$ cat src/rtl/bertlv_pkg.sv
// shared types and constants of the ber tlv header / integer encoder
`default_nettype none

package bertlv_pkg;

    // input transaction layout
    localparam int CLASS_W     = 3;
    localparam int TAG_W       = 32;
    localparam int CLEN_W      = 32;
    localparam int INT_W       = 64;
    localparam int S_FIELD_W   = CLASS_W + TAG_W + CLEN_W + INT_W;
    localparam int S_TDATA_W   = ((S_FIELD_W + 7) / 8) * 8;
    localparam int S_TUSER_W   = 2;
    localparam int CLASS_LSB   = 0;
    localparam int TAG_LSB     = CLASS_LSB + CLASS_W;
    localparam int CLEN_LSB    = TAG_LSB + TAG_W;
    localparam int INT_LSB     = CLEN_LSB + CLEN_W;
    localparam int TUSER_REQ   = 0;
    localparam int TUSER_WIDE  = 1;

    // output transaction layout
    localparam int M_TDATA_W   = 8;

    // request kinds
    localparam logic REQ_HEADER  = 1'b0;
    localparam logic REQ_INTEGER = 1'b1;

    // encoding constants
    localparam logic [4:0] HIGH_TAG_MARK = 5'h1f;
    localparam logic [7:0] DIGIT_MASK    = 8'h7f;
    localparam logic [7:0] MORE_DIGITS   = 8'h80;
    localparam logic [7:0] LONG_FORM     = 8'h80;
    localparam logic [TAG_W-1:0]  SHORT_TAG_MAX   = 32'd30;
    localparam logic [CLEN_W-1:0] SHORT_LEN_LIMIT = 32'd128;

    // front to back queue
    localparam int QUEUE_DEPTH = 2;
    localparam int QPTR_W      = (QUEUE_DEPTH > 1) ? $clog2(QUEUE_DEPTH) : 1;
    localparam int QCNT_W      = $clog2(QUEUE_DEPTH + 1);

    // one classified request, ready to be serialized
    typedef struct packed {
        logic             err;       // rejected class, single error result
        logic [7:0]       hdr_byte;  // first identifier octet
        logic [2:0]       n_dig;     // base-128 tag digits after the first octet
        logic [TAG_W-1:0] tag;
        logic [7:0]       len_byte;  // short length or long-form count octet
        logic [3:0]       n_body;    // big-endian bytes following the length octet
        logic [INT_W-1:0] body;      // length value or integer content
    } t_job;

endpackage

`default_nettype wire

$ cat src/rtl/bertlv_front.sv
// front end: classifies an input transaction into a serialization job
`default_nettype none

module bertlv_front (
    input  wire logic                           s_axis_tvalid,
    output logic                                s_axis_tready,
    // tdata: ident_class, tag_number, content_length, int_value, zero fill
    input  wire logic [bertlv_pkg::S_TDATA_W-1:0] s_axis_tdata,
    // tuser: req_type, int_is_wide
    input  wire logic [bertlv_pkg::S_TUSER_W-1:0] s_axis_tuser,
    input  wire logic [bertlv_pkg::CLASS_W-1:0]   i_invalid_class,
    output logic                                o_push_valid,
    input  wire logic                           i_push_ready,
    output bertlv_pkg::t_job                    o_job
);
    import bertlv_pkg::*;

    // smallest byte count holding v, at least one
    function automatic logic [3:0] f_byte_count(input logic [INT_W-1:0] v);
        logic [3:0] n;
        n = 4'd1;
        for (int k = 1; k < 8; k++) begin
            if (v[8*k +: 8] != 8'd0) n = 4'(k + 1);
        end
        return n;
    endfunction

    logic [CLASS_W-1:0] cls;
    logic [TAG_W-1:0]   tag;
    logic [CLEN_W-1:0]  clen;
    logic [INT_W-1:0]   raw;
    logic [INT_W-1:0]   v;
    logic               req;
    logic               wide;
    logic [3:0]         len_octs;
    logic               len_top;
    logic               len_low;
    logic [3:0]         int_octs;
    logic [3:0]         int_width;
    logic               int_top;

    assign cls  = s_axis_tdata[CLASS_LSB +: CLASS_W];
    assign tag  = s_axis_tdata[TAG_LSB +: TAG_W];
    assign clen = s_axis_tdata[CLEN_LSB +: CLEN_W];
    assign raw  = s_axis_tdata[INT_LSB +: INT_W];
    assign req  = s_axis_tuser[TUSER_REQ];
    assign wide = s_axis_tuser[TUSER_WIDE];

    assign o_push_valid  = s_axis_tvalid;
    assign s_axis_tready = i_push_ready;

    // long-form length: octet count plus a leading zero above the half range
    always_comb begin
        len_octs = f_byte_count({{(INT_W-CLEN_W){1'b0}}, clen});
        len_top  = 1'b0;
        len_low  = 1'b0;
        for (int k = 0; k < 4; k++) begin
            if (len_octs == 4'(k + 1)) begin
                len_top = clen[8*k+7];
                len_low = (clen & ((32'd1 << (8*k+7)) - 32'd1)) != 32'd0;
            end
        end
        if (len_top && len_low) len_octs = len_octs + 4'd1;
    end

    // integer content size: full width when negative, minimal with sign guard otherwise
    always_comb begin
        v         = wide ? raw : {{(INT_W-32){raw[31]}}, raw[31:0]};
        int_width = wide ? 4'd8 : 4'd4;
        int_octs  = f_byte_count(v);
        int_top   = 1'b0;
        if (int_octs > 4'd7) int_octs = int_width;
        for (int k = 0; k < 8; k++) begin
            if (int_octs == 4'(k + 1)) int_top = v[8*k+7];
        end
        if (int_octs < int_width && int_top) int_octs = int_octs + 4'd1;
        if (v[INT_W-1]) int_octs = int_width;
    end

    // job assembly
    always_comb begin
        o_job     = '0;
        o_job.err = (cls == i_invalid_class);
        o_job.tag = tag;
        if (tag <= SHORT_TAG_MAX) begin
            o_job.hdr_byte = {cls, tag[4:0]};
            o_job.n_dig    = 3'd0;
        end else begin
            o_job.hdr_byte = {cls, HIGH_TAG_MARK};
            if (tag[31:7] == '0)       o_job.n_dig = 3'd1;
            else if (tag[31:14] == '0) o_job.n_dig = 3'd2;
            else if (tag[31:21] == '0) o_job.n_dig = 3'd3;
            else if (tag[31:28] == '0) o_job.n_dig = 3'd4;
            else                       o_job.n_dig = 3'd5;
        end
        if (req == REQ_INTEGER) begin
            o_job.len_byte = {4'd0, int_octs};
            o_job.n_body   = int_octs;
            o_job.body     = v;
        end else if (clen < SHORT_LEN_LIMIT) begin
            o_job.len_byte = clen[7:0];
            o_job.n_body   = 4'd0;
        end else begin
            o_job.len_byte = LONG_FORM | {4'd0, len_octs};
            o_job.n_body   = len_octs;
            o_job.body     = {{(INT_W-CLEN_W){1'b0}}, clen};
        end
    end

endmodule

`default_nettype wire

$ cat src/rtl/bertlv_queue.sv
// short job queue between front end and serializer
`default_nettype none

module bertlv_queue (
    input  wire logic              i_clk,
    input  wire logic              i_rst_n,
    input  wire logic              i_push_valid,
    output logic                   o_push_ready,
    input  wire bertlv_pkg::t_job  i_job,
    output logic                   o_pop_valid,
    input  wire logic              i_pop_ready,
    output bertlv_pkg::t_job       o_job
);
    import bertlv_pkg::*;

    t_job              r_mem [QUEUE_DEPTH];
    logic [QPTR_W-1:0] r_wr;
    logic [QPTR_W-1:0] r_rd;
    logic [QCNT_W-1:0] r_count;
    logic              push;
    logic              pop;

    assign o_push_ready = (r_count != QCNT_W'(QUEUE_DEPTH));
    assign o_pop_valid  = (r_count != '0);
    assign o_job        = r_mem[r_rd];
    assign push         = i_push_valid && o_push_ready;
    assign pop          = o_pop_valid && i_pop_ready;

    // storage
    always_ff @(posedge i_clk) begin
        if (push) r_mem[r_wr] <= i_job;
    end

    // pointers and fill level
    always_ff @(posedge i_clk) begin
        if (!i_rst_n) begin
            r_wr    <= '0;
            r_rd    <= '0;
            r_count <= '0;
        end else begin
            if (push) r_wr <= (r_wr == QPTR_W'(QUEUE_DEPTH - 1)) ? '0 : r_wr + 1'b1;
            if (pop)  r_rd <= (r_rd == QPTR_W'(QUEUE_DEPTH - 1)) ? '0 : r_rd + 1'b1;
            if (push && !pop)      r_count <= r_count + 1'b1;
            else if (pop && !push) r_count <= r_count - 1'b1;
        end
    end

    a_count_bound: assert property (@(posedge i_clk) disable iff (!i_rst_n)
        r_count <= QCNT_W'(QUEUE_DEPTH))
        else $error("queue fill level beyond depth");

    a_ptr_gap: assert property (@(posedge i_clk) disable iff (!i_rst_n)
        (r_count == '0 || r_count == QCNT_W'(QUEUE_DEPTH)) |-> (r_wr == r_rd))
        else $error("queue pointers disagree with fill level");

endmodule

`default_nettype wire

$ cat src/rtl/bertlv_back.sv
// back end: serializes one job into encoded bytes, one per cycle while the receiver accepts
`default_nettype none

module bertlv_back (
    input  wire logic                            i_clk,
    input  wire logic                            i_rst_n,
    input  wire logic                            i_q_valid,
    output logic                                 o_q_ready,
    input  wire bertlv_pkg::t_job                i_q_job,
    output logic                                 m_axis_tvalid,
    input  wire logic                            m_axis_tready,
    // tdata: out_byte
    output logic [bertlv_pkg::M_TDATA_W-1:0]     m_axis_tdata,
    output logic                                 m_axis_tlast,
    // tuser: error
    output logic                                 m_axis_tuser
);
    import bertlv_pkg::*;

    typedef enum logic [1:0] {
        PH_ID,
        PH_DIG,
        PH_LEN,
        PH_BODY
    } t_phase;

    t_job       r_job;
    t_phase     r_phase;
    logic [2:0] r_idx;
    logic       r_busy;

    t_job       cur_job;
    t_phase     cur_ph;
    logic [2:0] cur_idx;
    t_phase     n_phase;
    logic [2:0] n_idx;
    logic [7:0] n_byte;
    logic       n_last;
    logic       n_err;
    logic       have;
    logic       adv;
    logic [7:0] digit;

    // work source: the job in progress, else the queue head at its first octet
    assign cur_job   = r_busy ? r_job : i_q_job;
    assign cur_ph    = r_busy ? r_phase : PH_ID;
    assign cur_idx   = r_busy ? r_idx : 3'd0;
    assign have      = r_busy || i_q_valid;
    assign adv       = !m_axis_tvalid || m_axis_tready;
    assign o_q_ready = !r_busy && adv;

    // base-128 digit selection
    always_comb begin
        case (cur_idx)
            3'd0:    digit = {1'b0, cur_job.tag[6:0]};
            3'd1:    digit = {1'b0, cur_job.tag[13:7]};
            3'd2:    digit = {1'b0, cur_job.tag[20:14]};
            3'd3:    digit = {1'b0, cur_job.tag[27:21]};
            default: digit = {4'd0, cur_job.tag[31:28]};
        endcase
        digit = digit & DIGIT_MASK;
        if (cur_idx != 3'd0) digit = digit | MORE_DIGITS;
    end

    // byte and next phase
    always_comb begin
        n_phase = cur_ph;
        n_idx   = cur_idx;
        n_byte  = 8'd0;
        n_last  = 1'b0;
        n_err   = 1'b0;
        case (cur_ph)
            PH_ID: begin
                if (cur_job.err) begin
                    n_last = 1'b1;
                    n_err  = 1'b1;
                end else begin
                    n_byte = cur_job.hdr_byte;
                    if (cur_job.n_dig != 3'd0) begin
                        n_phase = PH_DIG;
                        n_idx   = cur_job.n_dig - 3'd1;
                    end else begin
                        n_phase = PH_LEN;
                    end
                end
            end
            PH_DIG: begin
                n_byte = digit;
                if (cur_idx == 3'd0) n_phase = PH_LEN;
                else                 n_idx   = cur_idx - 3'd1;
            end
            PH_LEN: begin
                n_byte = cur_job.len_byte;
                if (cur_job.n_body == 4'd0) begin
                    n_last = 1'b1;
                end else begin
                    n_phase = PH_BODY;
                    n_idx   = 3'(cur_job.n_body - 4'd1);
                end
            end
            PH_BODY: begin
                n_byte = cur_job.body[{cur_idx, 3'b000} +: 8];
                if (cur_idx == 3'd0) n_last = 1'b1;
                else                 n_idx  = cur_idx - 3'd1;
            end
            default: begin
                n_last = 1'b1;
            end
        endcase
    end

    // sequencer state and output register
    always_ff @(posedge i_clk) begin
        if (!i_rst_n) begin
            r_busy        <= 1'b0;
            r_phase       <= PH_ID;
            m_axis_tvalid <= 1'b0;
        end else if (adv) begin
            m_axis_tvalid <= have;
            if (have) begin
                m_axis_tdata <= n_byte;
                m_axis_tlast <= n_last;
                m_axis_tuser <= n_err;
                r_busy       <= !n_last;
                r_job        <= cur_job;
                r_phase      <= n_phase;
                r_idx        <= n_idx;
            end
        end
    end

    a_busy_past_id: assert property (@(posedge i_clk) disable iff (!i_rst_n)
        r_busy |-> (r_phase != PH_ID))
        else $error("job in progress still at its first octet");

    a_body_index: assert property (@(posedge i_clk) disable iff (!i_rst_n)
        (r_busy && r_phase == PH_BODY) |-> ({1'b0, r_idx} < r_job.n_body))
        else $error("body byte index beyond body size");

    a_error_single: assert property (@(posedge i_clk) disable iff (!i_rst_n)
        (m_axis_tvalid && m_axis_tuser) |-> (m_axis_tlast && !r_busy))
        else $error("error result not alone");

endmodule

`default_nettype wire

$ cat src/rtl/ber_tlv_header_integer_encoder_unit.sv
// top level of the asn.1 ber header and integer element encoder
//
// Usage: each transaction on the s_axis side is one request. req_type 0
// emits identifier and length octets for content_length; req_type 1 emits
// a whole INTEGER element (identifier, length, two's complement content).
// The m_axis side carries one encoded byte per transaction, with tlast on
// the final byte of a request. A request whose class equals the configured
// invalid class yields a single transaction with tdata 0, tuser 1, tlast 1.
// With the serializer idle, a request passes through the job queue and
// the output register before its first byte is presented.
// Throughput: one byte per cycle while the receiver accepts; a request
// is 1 to 15 bytes long. A two-entry job queue decouples input and
// output, so input keeps flowing while the serializer works or the
// receiver stalls; once the queue is full, s_axis_tready drops until the
// serializer takes the next job. A receiver stall holds the current
// output byte. Reset empties the queue, drops tvalid and sets the invalid
// class to 7; configuration must be written by the user only while the
// block is idle, which the block itself does not enforce.
`default_nettype none

module ber_tlv_header_integer_encoder_unit (
    input  wire logic                             i_clk,
    input  wire logic                             i_rst_n,
    input  wire logic                             i_cfg_wr_en,
    input  wire logic [bertlv_pkg::CLASS_W-1:0]   i_cfg_wr_data,
    input  wire logic                             s_axis_tvalid,
    output logic                                  s_axis_tready,
    // tdata: ident_class, tag_number, content_length, int_value, zero fill
    input  wire logic [bertlv_pkg::S_TDATA_W-1:0] s_axis_tdata,
    // tuser: req_type, int_is_wide
    input  wire logic [bertlv_pkg::S_TUSER_W-1:0] s_axis_tuser,
    output logic                                  m_axis_tvalid,
    input  wire logic                             m_axis_tready,
    // tdata: out_byte
    output logic [bertlv_pkg::M_TDATA_W-1:0]      m_axis_tdata,
    output logic                                  m_axis_tlast,
    // tuser: error
    output logic                                  m_axis_tuser
);
    import bertlv_pkg::*;

    logic [CLASS_W-1:0] r_invalid_class;
    logic               push_valid;
    logic               push_ready;
    t_job               front_job;
    logic               q_valid;
    logic               q_ready;
    t_job               q_job;

    // configuration register
    always_ff @(posedge i_clk) begin
        if (!i_rst_n) begin
            r_invalid_class <= 3'd7;
        end else if (i_cfg_wr_en) begin
            r_invalid_class <= i_cfg_wr_data;
        end
    end

    bertlv_front u_front (
        .s_axis_tvalid   (s_axis_tvalid),
        .s_axis_tready   (s_axis_tready),
        .s_axis_tdata    (s_axis_tdata),
        .s_axis_tuser    (s_axis_tuser),
        .i_invalid_class (r_invalid_class),
        .o_push_valid    (push_valid),
        .i_push_ready    (push_ready),
        .o_job           (front_job)
    );

    bertlv_queue u_queue (
        .i_clk        (i_clk),
        .i_rst_n      (i_rst_n),
        .i_push_valid (push_valid),
        .o_push_ready (push_ready),
        .i_job        (front_job),
        .o_pop_valid  (q_valid),
        .i_pop_ready  (q_ready),
        .o_job        (q_job)
    );

    bertlv_back u_back (
        .i_clk         (i_clk),
        .i_rst_n       (i_rst_n),
        .i_q_valid     (q_valid),
        .o_q_ready     (q_ready),
        .i_q_job       (q_job),
        .m_axis_tvalid (m_axis_tvalid),
        .m_axis_tready (m_axis_tready),
        .m_axis_tdata  (m_axis_tdata),
        .m_axis_tlast  (m_axis_tlast),
        .m_axis_tuser  (m_axis_tuser)
    );

endmodule

`default_nettype wire
$ cat config.mk
export PLATFORM = sky130hd
export DESIGN_NAME = ber_tlv_header_integer_encoder_unit
export DESIGN_NICKNAME = d
export VERILOG_FILES = /design/src/rtl/bertlv_pkg.sv /design/src/rtl/bertlv_front.sv /design/src/rtl/bertlv_queue.sv /design/src/rtl/bertlv_back.sv /design/src/rtl/ber_tlv_header_integer_encoder_unit.sv
export SDC_FILE = /design/constraint.sdc
export NUM_CORES = 1
export LEC_CHECK = 0
export BUFFER_PORTS_ARGS = -buffer_cell sky130_fd_sc_hd__buf_4
export CORE_MARGIN = 5
export CORE_UTILIZATION = 47
export DETAILED_ROUTE_END_ITERATION = 10
export PLACE_DENSITY = 0.67
export SYNTH_ARGS = -nofsm -noshare
export SYNTH_HDL_FRONTEND = slang
export SYNTH_HIERARCHICAL = 1
export SYNTH_SLANG_ARGS = --single-unit
$ cat constraint.sdc
create_clock -name i_clk -period 10.8 [get_ports i_clk]
set_input_delay 0 -clock i_clk [delete_from_list [all_inputs] [get_ports i_clk]]
set_output_delay 0 -clock i_clk [all_outputs]
set_load 0.01 [all_outputs]
==> results by group, run 1 <==
Worst setup path
  • Reg2reg setup slack: 6.77 ns
  • WP data required: 11.09 ns
  • CP Max Fanout: 5
  • WP buf/inv: 3
  • WP data arrival: 4.33 ns
  • CP max stage delay: 0.66 ns
  • CP startpoint kind: input port
  • Crit-path cells: dlygate4sd3_1 > buf_4 > nor4_1 > o211ai_1 > a311o_1 > o21ai_0 > nand2_1 > nand2_1 > inv_1 > ha_1 > nor2b_1 > o21ai_0 > a221oi_1 > a21oi_1 > o2bb2ai_1 > mux2i_1 > a211o_1
  • CP Class: in2reg
  • CP max stage cell: nor4_1
  • CP delay by family, top: compound AO/OA/AOI/OAI gates
  • Reg2Reg Depth: 10
  • Crit end category: flop
  • Reg-to-reg endpoint: u_back/r_idx[2]

Clock network
  • CTS clk-pin slew, worst paths: 0.06 ns
  • Post_cts resized: 0
  • Longest Clk Path Bufs: 3
  • Clk_lat worst skew: 0.56 ns
  • H-tree depth: 2
  • CTS tree: built
  • CTS Sinks: 385
  • Post-CTS Setup Bufs: 0
  • Root buf cell: clkbuf_16
  • Num CTS Buffers: 41

Synth
  • Main area contributors after synthesis: edfxtp_1 (62%), mux2_2 (16%), buf_4 (1.7%)
  • Async SR Flop Fraction: 0%
  • Top FF cell, synth: edfxtp_1
  • Most numerous cell in the Yosys netlist: edfxtp_1
  • Cell area after synthesis: 0.0182 sq mm
  • Syn Inst Count: 1,186
  • Share of the synthesized area in the top cell type: 61.6%
  • Synth area leader: edfxtp_1
  • Synth Register Bits: 385
  • Netlist cell types: 79
  • Syn avg cell area: 15.3 sq um
  • Post-Syn Nets: 1,341
  • Seq/Total Area, Yosys: 62.9%
  • Top cells by count, synth: edfxtp_1 (373), mux2_2 (256), nand2_1 (68)
  • YS warnings: 6
  • EDFF count, synth: 373

STA
  • Clock Skew: 0.0144 ns
  • Slew Limit Fails: 0
  • Least-Margin Pin Slew: 1.15 ns
  • Final setup fails: 0
  • Fin crit share: 37.4%
  • Max Fclk: 247 MHz
  • Setup WS post-layout: 6.76 ns
  • Final Hold Violating Endpoints: 0
  • Worst slew margin: 23.2%
  • RSZ-0062 raised after global routing: false
  • Min cycle time layout: 4.04 ns
  • Setup tns final: 0 ns

Detailed routing
  • Mean routed wirelength per cell: 21.5 microns
  • Routed vias: 11,100
  • Total wire length: 42.8 mm
  • Vias/cell: 5.56
  • Pre-antenna DRT Iters: 5
  • DRT iter0 DRCs: 785
  • Remaining antenna violation count: 0
  • Post-route DRC: 0

Placed design
  • Pre-CTS setup slack: 6.73 ns
  • Dpl hpwl: 26.5 mm
  • IO buf count: 152
  • Routability cong.: 0.846
  • Cells after DPL: 1,767

Die
  • Die Area: 0.0427 sq mm
  • Core area: 0.0385 sq mm
  • # rows: 72
  • Io pins: 158
  • Initial Util: 47.3%
  • Die Width: 207 microns
  • Die Y: 207 microns

GRT
  • Largest net degree at the start of global routing: 77
  • Vias in the first global route: 11,500
  • First-pass GRT wire length: 66.1 mm
  • Antenna violations before repair: 0
  • Overflow after GRT: 0
  • Tot GR Track Use: 20.1%

Flow run
  • Max_cap viols: 0

Power
  • Pleak: 7.69 nW
  • Power per Cell Area: 228 mW/mm^2
  • Max VDD drop: 0.107 mV
  • Pwr Total: 0.00506 W

Status
  • Outcome: completed

Min path
  • Hold endpoint: u_queue/r_mem[1][32]
  • Worst Hold Launch: s_axis_tuser[1]
  • Hold Crit Class: in2reg
  • Worst Hold Depth: 3

Layout
  • Ant diodes: 0
  • Fillers: 3,029
  • Syn-to-layout area delta: 21.9%
  • NumNets Final: 1,598
  • Multi-input gate area: 0.00598 sq mm
  • Layout Cells excl Fill: 1,990
  • Layout cells sized above 1: 34.3%
  • Reg area: 0.0114 sq mm
## cells in the final DEF, fill, tap and decap left out, types with 7 or more instances in the layout
cell | netlist | final
edfxtp_1 | 373 | 373
mux2_2 | 256 | 256
buf_4 | 42 | 162
dlygate4sd3_1 | 0 | 151
nand2_1 | 68 | 68
clkbuf_16 | 0 | 43
a21boi_0 | 33 | 33
inv_1 | 27 | 25
mux2i_1 | 24 | 24
nor2_1 | 20 | 20
o21ai_0 | 20 | 20
nor4_1 | 20 | 20
or3_1 | 14 | 14
and2_1 | 13 | 13
nor3_1 | 12 | 12
dfxtp_1 | 12 | 10
mux4_2 | 10 | 10
clkinv_2 | 0 | 9
nor2b_1 | 9 | 9
a31oi_1 | 9 | 9
nand3_1 | 9 | 9
ha_1 | 9 | 9
clkinv_1 | 0 | 8
clkbuf_1 | 15 | 8
nand2b_1 | 8 | 8
o211ai_1 | 8 | 8
nand3b_1 | 7 | 7
a22o_1 | 7 | 7
## cell families after synthesis
family / share of synthesized area, %
flip-flops: 62.9
multiplexers: 19.2
AND/OR/NAND/NOR: 6.42
AO/OA/AOI/OAI: 6.27
buffers and inverters: 4.26
adder cells (fa/ha/maj): 0.619
XOR/XNOR: 0.337
## where the power goes
group          leakage [nW]  total, W  switching, W  internal [W]
combinational          3.53   0.00146      0.000751      0.000707
sequential             3.54   0.00226      0.000176       0.00209
clock                 0.624   0.00134      0.000566      0.000772
total                  7.69   0.00506       0.00149       0.00357
## flip-flops by register name, summed over array words and instances, names as in the netlist, named ones only
signal / count
r_invalid_class: 3
u_back/m_axis_tdata: 8
u_back/m_axis_tlast: 1
u_back/m_axis_tuser: 1
u_back/m_axis_tvalid: 1
u_back/r_busy: 1
u_back/r_idx: 3
u_back/r_job: 120
u_back/r_phase: 2
u_queue/r_count: 2
u_queue/r_mem: 240
u_queue/r_rd: 1
u_queue/r_wr: 1
## cell type report
class | count | share of cell area, %
Timing Repair Buffer | 313 | 12.3
Sequential cell | 385 | 51.6
Clock inverter | 21 | 0.688
Tap cell | 518 | 2.92
Multi-Input combinational cell | 675 | 27.0
Inverter | 27 | 0.480
Clock buffer | 51 | 4.99
## worst max path at each step
stage | startpoint | end | cells past startpoint
global placement | flop | u_back/r_idx[2] | 10
finish | s_axis_tdata[83] | u_queue/r_mem[1][69] | 17
floorplan | u_back/r_busy | u_back/m_axis_tdata[0] | 7
CTS | flop | u_back/r_idx[2] | 10
detailed placement | flop | u_back/r_idx[2] | 10
global route | s_axis_tdata[83] | u_queue/r_mem[1][69] | 17
## metal layers
layer,global-route usage [%],up-vias,share of wire (%)
met3,3.58,68,6.0
met1,28.1,5541,44
met4,7.15,0,2.9
li1,-,5114,-
met5,0,-,0
met2,32.1,342,47
## tightest hold or removal path, delay by kind of cell
kind                   cells  cell delay (ns)
AND/OR/NAND/NOR            1             0.10
AO/OA/AOI/OAI              1             0.09
buffers and inverters      1             0.25
## metrics by stage
step | hold WS, ns | cell area [sq um] | util [%]
floorplan | 0.0619 | 18200 | -
global placement | 0.196 | 19400 | 50.4
detailed placement | 0.196 | 19400 | 50.4
CTS | 0.0427 | 22200 | 57.6
global route | 0.0983 | 22200 | 57.6
finish | 0.0689 | 22200 | 57.6
## what timing repair did
| action | 4_1_cts | 5_1_grt |
|---|---|---|
| endpoints found under the hold margin | 240 | 0 |
| hold buffers | 151 | 0 |
| endpoints found under the setup margin | 0 | 0 |
Note: power is estimated with default switching activity, not from simulation.
==> inputs of run 2 (changes only) <==
Settings changed: PLACE_DENSITY 0.67 to 0.7.
Clock period 10.8 ns to 3.52 ns, I/O delays scaled along.
==> results by group, run 2 (same netlist as run 1, synthesis figures left out) <==
Status
  • Outcome: completed

Min path
  • Hold Crit Class: in2reg
  • Worst Hold Depth: 4 (+1)
  • Worst Hold Launch: s_axis_tdata[42]

Detailed routing
  • DRT iter0 DRCs: 744 (-5.2%)
  • Vias/cell: 5.54 (-0.32%)
  • Routed vias: 11,100 (+0.081%)
  • Remaining antenna violation count: 0 (unchanged)
  • Post-route DRC: 0 (unchanged)
  • Total wire length: 42.4 mm (-0.91%)
  • Mean routed wirelength per cell: 21.2 microns (-1.3%)
  • Pre-antenna DRT Iters: 5 (unchanged)

Worst setup path
  • Reg2Reg Depth: 5 (-5)
  • CP Max Fanout: 4 (-1)
  • CP max stage cell: dlygate4sd3_1
  • Crit-path cells: dlygate4sd3_1 > buf_4 > or4_1 > o211ai_1 > a311o_1 > o21ai_0 > nand2_1 > nand2_1 > inv_1 > ha_2 > nor2b_1 > o21ai_0 > a221oi_2 > nand2b_4 > o2bb2ai_2 > mux2i_1 > a211o_1
  • Reg2reg start: u_back/r_idx[0]
  • CP Launch Point: s_axis_tdata[79]
  • CP Class: in2reg
  • CP max stage delay: 0.54 ns (-0.12 ns)
  • Crit end category: flop
  • CP startpoint kind: input port
  • WP data required: 3.79 ns (-7.30 ns)
  • WP data arrival: 3.69 ns (-0.64 ns)

GRT
  • Antenna violations before repair: 1 (+1)
  • Vias in the first global route: 11,300 (-2.4%)
  • Tot GR Track Use: 19.6% (-0.57 points)
  • First-pass GRT wire length: 64.6 mm (-2.2%)
  • Overflow after GRT: 0 (unchanged)
  • Largest net degree at the start of global routing: 78 (+1.3%)

STA
  • Worst slew margin: 22.0% (-1.2 points)
  • Slew Limit Fails: 0 (unchanged)
  • Final Hold Violating Endpoints: 0 (unchanged)
  • Setup tns final: 0 ns (unchanged)
  • Clock Skew: 0.0257 ns (+0.0113 ns)
  • Least-Margin Pin Slew: 1.16 ns (+0.0174 ns)
  • Min cycle time layout: 3.41 ns
  • Setup WS post-layout: 0.109 ns (-6.65 ns)
  • Max Fclk: 293 MHz
  • Final setup fails: 0 (unchanged)
  • Fin crit share: 96.9%

Layout
  • Layout Cells excl Fill: 1,998 (+0.40%)
  • Commonest non-fill, non-tap cells in the layout: edfxtp_1 (373), mux2_2 (256), buf_4 (176)
  • Syn-to-layout area delta: 22.6%
  • Fin area: 0.0223 sq mm (+0.57%)
  • NumNets Final: 1,611 (+0.81%)
  • Reg area: 0.0114 sq mm (unchanged)
  • Max FFs per register: 240 (unchanged)
  • Fillers: 2,960 (-2.3%)
  • Top flop regs: u_queue/r_mem x240, u_back/r_job x120, u_back/m_axis_tdata x8
  • Multi-input gate area: 0.00601 sq mm (+0.54%)
  • Register with the most flip-flops: u_queue/r_mem
  • Leading cell type in the layout, fill and taps excluded: edfxtp_1
  • Layout cells sized above 1: 35.4% (+1.1 points)

Die
  • Die Area: 0.0427 sq mm (unchanged)
  • Die Y: 207 microns (unchanged)
  • # rows: 72 (unchanged)
  • Io pins: 158 (unchanged)
  • Die Width: 207 microns (unchanged)
  • Core area: 0.0385 sq mm (unchanged)
  • Initial Util: 47.3% (unchanged)

Placed design
  • Pre-CTS setup slack: 0.102 ns (-6.63 ns)
  • Routability cong.: 0.863 (+2.0%)
  • Cells after DPL: 1,785 (+1.0%)
  • DP Area: 0.0196 sq mm (+0.96%)
  • Dpl hpwl: 27.7 mm (+4.6%)
  • IO buf count: 152 (unchanged)

Clock network
  • Root buf cell: clkbuf_16
  • Num CTS Buffers: 41 (unchanged)
  • CTS clk-pin slew, worst paths: 0.06 ns (about the same)
  • Longest Clk Path Bufs: 3 (unchanged)
  • CTS tree: built
  • Post-CTS Setup Bufs: 0 (unchanged)
  • H-tree depth: 2 (unchanged)
  • CTS Sinks: 385 (unchanged)
  • Clk_lat worst skew: 0.55 ns (about the same)

Power
  • Power per Cell Area: 695 mW/mm^2 (+200%)
  • Pleak: 7.75 nW (+0.77%)
  • Max VDD drop: 0.371 mV (+250%)
  • Pwr Total: 0.0155 W (+210%)

Flow run
  • Max_cap viols: 0 (unchanged)
run 2: routing by layer:
layer	global-route usage [%]	vias up	wire, microns
met4	5.36	0	1070
met3	2.73	66	2410
li1	-	5116	-
met5	0	-	0
met2	32.1	392	20300
met1	27.7	5500	18600
run 2: final timing paths:
kind	end	slack [ns]
hold / removal	u_queue/r_mem[0][66]	0.04
setup reg to reg	u_back/m_axis_tdata[0]	0.73
setup / recovery	u_queue/r_mem[0][69]	0.11
hold reg to reg	u_back/r_job[109]	0.56
run 2: per-stage QoR:
step	hold slack, ns	utilization [%]
after detailed placement	0.200	50.9
after CTS	0.0168	57.9
after floorplan	0.0619	-
after global placement	0.195	50.9
after global routing	0.0420	58.0
final	0.0427	58.0
run 2: timing repair:
action	in CTS	in global routing
resized for setup	0	6
setup endpoints to repair	0	8
hold buffers	146	0
endpoints found under the hold margin	234	0
run 2: where the power goes:
part           switching, W  total [W]  internal, W
Sequential         0.000480    0.00687      0.00639
Clock               0.00167    0.00397      0.00230
Combinational       0.00240    0.00466      0.00226
Total               0.00455     0.0155       0.0109
run 2: final cells by class:
type,instances,area share [%]
Clock buffer,50,4.99
Timing Repair Buffer,326,12.8
Clock inverter,16,0.455
Sequential cell,385,51.3
Antenna cell,1,0.0112
Multi-Input combinational cell,675,27.0
Inverter,27,0.483
Tap cell,518,2.91
run 2: critical path: cells and delay by family:
family,cells,cell delay [ns]
buf+inv,3,0.77
mux,1,0.14
fa+ha+maj,1,0.20
simple gates,5,1.00
compound gates,7,1.57
==> inputs of run 3 (changes only) <==
Settings changed: CORE_UTILIZATION 47 to 45, PLACE_DENSITY 0.7 to 0.65.
Clock period 3.52 ns to 4.4 ns, I/O delays scaled along.
==> results by group, run 3 (same netlist as run 1, synthesis figures left out) <==
Detailed routing
  • Post-route DRC: 0 (unchanged)
  • Mean routed wirelength per cell: 21.6 microns (+1.8%)
  • Remaining antenna violation count: 0 (unchanged)
  • Routed vias: 11,200 (+1.1%)
  • DRT iter0 DRCs: 923 (+24%)
  • Pre-antenna DRT Iters: 8 (+3)
  • Vias/cell: 5.59 (+0.78%)
  • Total wire length: 43.2 mm (+2.1%)

Die
  • # rows: 73 (+1.4%)
  • Initial Util: 45.7% (-1.6 points)
  • Die Width: 211 microns (+2.1%)
  • Die Y: 211 microns (+2.1%)
  • Io pins: 158 (unchanged)
  • Die Area: 0.0445 sq mm (+4.2%)
  • Core area: 0.0398 sq mm (+3.5%)

Layout
  • Commonest non-fill, non-tap cells in the layout: edfxtp_1 (373), mux2_2 (256), buf_4 (164)
  • Multi-input gate area: 0.00598 sq mm (-0.54%)
  • Leading cell type in the layout, fill and taps excluded: edfxtp_1
  • Layout cells sized above 1: 35.0% (-0.47 points)
  • Reg area: 0.0114 sq mm (unchanged)
  • NumNets Final: 1,603 (-0.50%)
  • Top flop regs: u_queue/r_mem x240, u_back/r_job x120, u_back/m_axis_tdata x8
  • Syn-to-layout area delta: 22.6% (about the same)
  • Register with the most flip-flops: u_queue/r_mem
  • Layout Cells excl Fill: 2,004 (+0.30%)
  • Ant diodes: 0 (-1)
  • Fillers: 3,197 (+8.0%)
  • Max FFs per register: 240 (unchanged)
  • Final core utilization: 56.0% (-2.0 points)

Clock network
  • CTS Sinks: 385 (unchanged)
  • Clk_lat worst skew: 0.57 ns (+0.02 ns)
  • Longest Clk Path Bufs: 3 (unchanged)
  • Post_cts resized: 0 (unchanged)
  • CTS tree: built
  • Num CTS Buffers: 43 (+4.9%)
  • H-tree depth: 2 (unchanged)
  • Post-CTS Setup Bufs: 0 (unchanged)
  • Root buf cell: clkbuf_16
  • CTS clk-pin slew, worst paths: 0.05 ns (about the same)

STA
  • RSZ-0062 raised after global routing: false
  • Clock Skew: 0.0290 ns (+0.00332 ns)
  • Max Fclk: 259 MHz
  • Final setup fails: 0 (unchanged)
  • Setup WS post-layout: 0.542 ns (+0.434 ns)
  • Min cycle time layout: 3.86 ns
  • Final Hold Violating Endpoints: 0 (unchanged)
  • Setup tns final: 0 ns (unchanged)
  • Worst slew margin: 35.4% (+13 points)
  • Fin crit share: 87.7%
  • Least-Margin Pin Slew: 0.969 ns (-0.196 ns)
  • Slew Limit Fails: 0 (unchanged)

Worst setup path
  • Reg2Reg Depth: 5 (unchanged)
  • Crit-path cells: dlygate4sd3_1 > buf_4 > or4_1 > o211ai_1 > a311o_1 > o21ai_0 > nand2_1 > nand2_1 > inv_1 > ha_1 > nor2b_1 > o21ai_0 > a221oi_1 > a21oi_1 > o2bb2ai_1 > mux2i_1 > a211o_1
  • CP Class: in2reg
  • Reg-to-reg endpoint: u_back/r_idx[2]
  • CP Launch Point: s_axis_tdata[75]
  • CP endpoint: u_queue/r_mem[1][69]
  • CP max stage delay: 0.64 ns (+0.10 ns)
  • WP data arrival: 4.15 ns (+0.46 ns)
  • WP data required: 4.70 ns (+0.91 ns)
  • CP max stage cell: or4_1
  • CP Max Fanout: 5 (+1)
  • CP startpoint kind: input port
  • Crit end category: flop
  • Reg2reg setup slack: 1.44 ns (+0.71 ns)
  • Reg2reg start: u_back/r_busy

Power
  • Comb power frac: 28.8% (-1.3 points)
  • Pleak: 7.75 nW (about the same)
  • Power per Cell Area: 561 mW/mm^2 (-19%)
  • Int Power: 0.00881 W (-19%)
  • Clock Power Share: 26.6% (+1.0 points)
  • Switch Pwr: 0.00370 W (-19%)
  • Sequential share of power: 44.6% (+0.3 points)
  • Sw Ratio: 29.6% (+0.20 points)
  • Max VDD drop: 0.316 mV (-15%)

Placed design
  • Routability cong.: 0.879 (+1.9%)
  • Cells after DPL: 1,781 (-0.22%)
  • Dpl hpwl: 27.5 mm (-0.58%)
  • Pre-CTS setup slack: 0.636 ns (+0.534 ns)
  • IO buf count: 152 (unchanged)

Status
  • Outcome: completed

GRT
  • Antenna violations before repair: 0 (-1)
  • Largest net degree at the start of global routing: 77 (-1.3%)
  • First-pass GRT wire length: 66.1 mm (+2.3%)
  • Overflow after GRT: 0 (unchanged)
  • Tot GR Track Use: 19.1% (-0.47 points)
  • Vias in the first global route: 11,300 (+0.67%)

Min path
  • Hold Crit Class: in2reg

Flow run
  • Max_cap viols: 0 (unchanged)
==> run 3: final cells by class <==
| type | instances | area share, % |
|---|---|---|
| inverter | 27 | 0.477 |
| tap | 525 | 2.95 |
| timing repair buffer | 316 | 12.6 |
| multi-input combinational | 675 | 26.8 |
| clock buffer | 47 | 4.89 |
| clock inverter | 29 | 0.970 |
| sequential | 385 | 51.3 |
==> run 3: per-layer routing <==
layer  up-vias  wire [microns]  share of wire, %  track usage, %
li1       5121               -                 -               -
met1      5576           19000                44            26.8
met2       414           20300                47            30.3
met3        83            2650               6.1            3.43
met4         0            1300               3.0            6.44
met5         -               0                 0               0
==> run 3: how the worst min path moves through the flow <==
| stage | startpoint | end | slack [ns] | cells past startpoint |
|---|---|---|---|---|
| after detailed placement | s_axis_tdata[16] | u_queue/r_mem[0][89] | 0.20 | 1 |
| final | s_axis_tdata[130] | u_queue/r_mem[1][63] | 0.04 | 3 |
| after global routing | s_axis_tdata[130] | u_queue/r_mem[1][63] | 0.08 | 3 |
| after CTS | s_axis_tdata[58] | u_queue/r_mem[1][65] | 0.02 | 4 |
| after global placement | s_axis_tdata[24] | u_queue/r_mem[1][97] | 0.20 | 1 |
| after floorplan | i_rst_n | r_invalid_class[0] | 0.06 | 1 |
==> run 3: stage by stage <==
| step | cell area (sq um) | hold WS, ns | power [W] |
|---|---|---|---|
| global placement | 19500 | 0.195 | 0.00909 |
| global route | 22300 | 0.0763 | 0.0131 |
| finish | 22300 | 0.0436 | 0.0125 |
| CTS | 22300 | 0.0211 | 0.0127 |
| detailed placement | 19500 | 0.199 | 0.00917 |
| floorplan | 18200 | 0.0619 | 0.00818 |
==> run 3: worst max-delay path, delay by kind of cell <==
| kind | cells | cell delay (ns) |
|---|---|---|
| AND/OR/NAND/NOR | 4 | 1.00 |
| buffers and inverters | 3 | 0.80 |
| multiplexers | 1 | 0.16 |
| AO/OA/AOI/OAI | 8 | 1.99 |
| adder cells (fa/ha/maj) | 1 | 0.21 |
==> run 3: repair_timing <==
action / CTS / global route
endpoints found under the hold margin: 234 / 0
hold buffers: 147 / 0
setup endpoints to repair: 0 / 0
==> run 3: power groups by stage <==
stage	Clock (W)	Sequential [W]	Combinational, W
after global routing	0.00358	0.00566	0.00387
after global placement	0	0.00564	0.00345
after CTS	0.00343	0.00559	0.00364
final	0.00333	0.00558	0.00360
after floorplan	0	0.00543	0.00275
after detailed placement	0	0.00566	0.00350
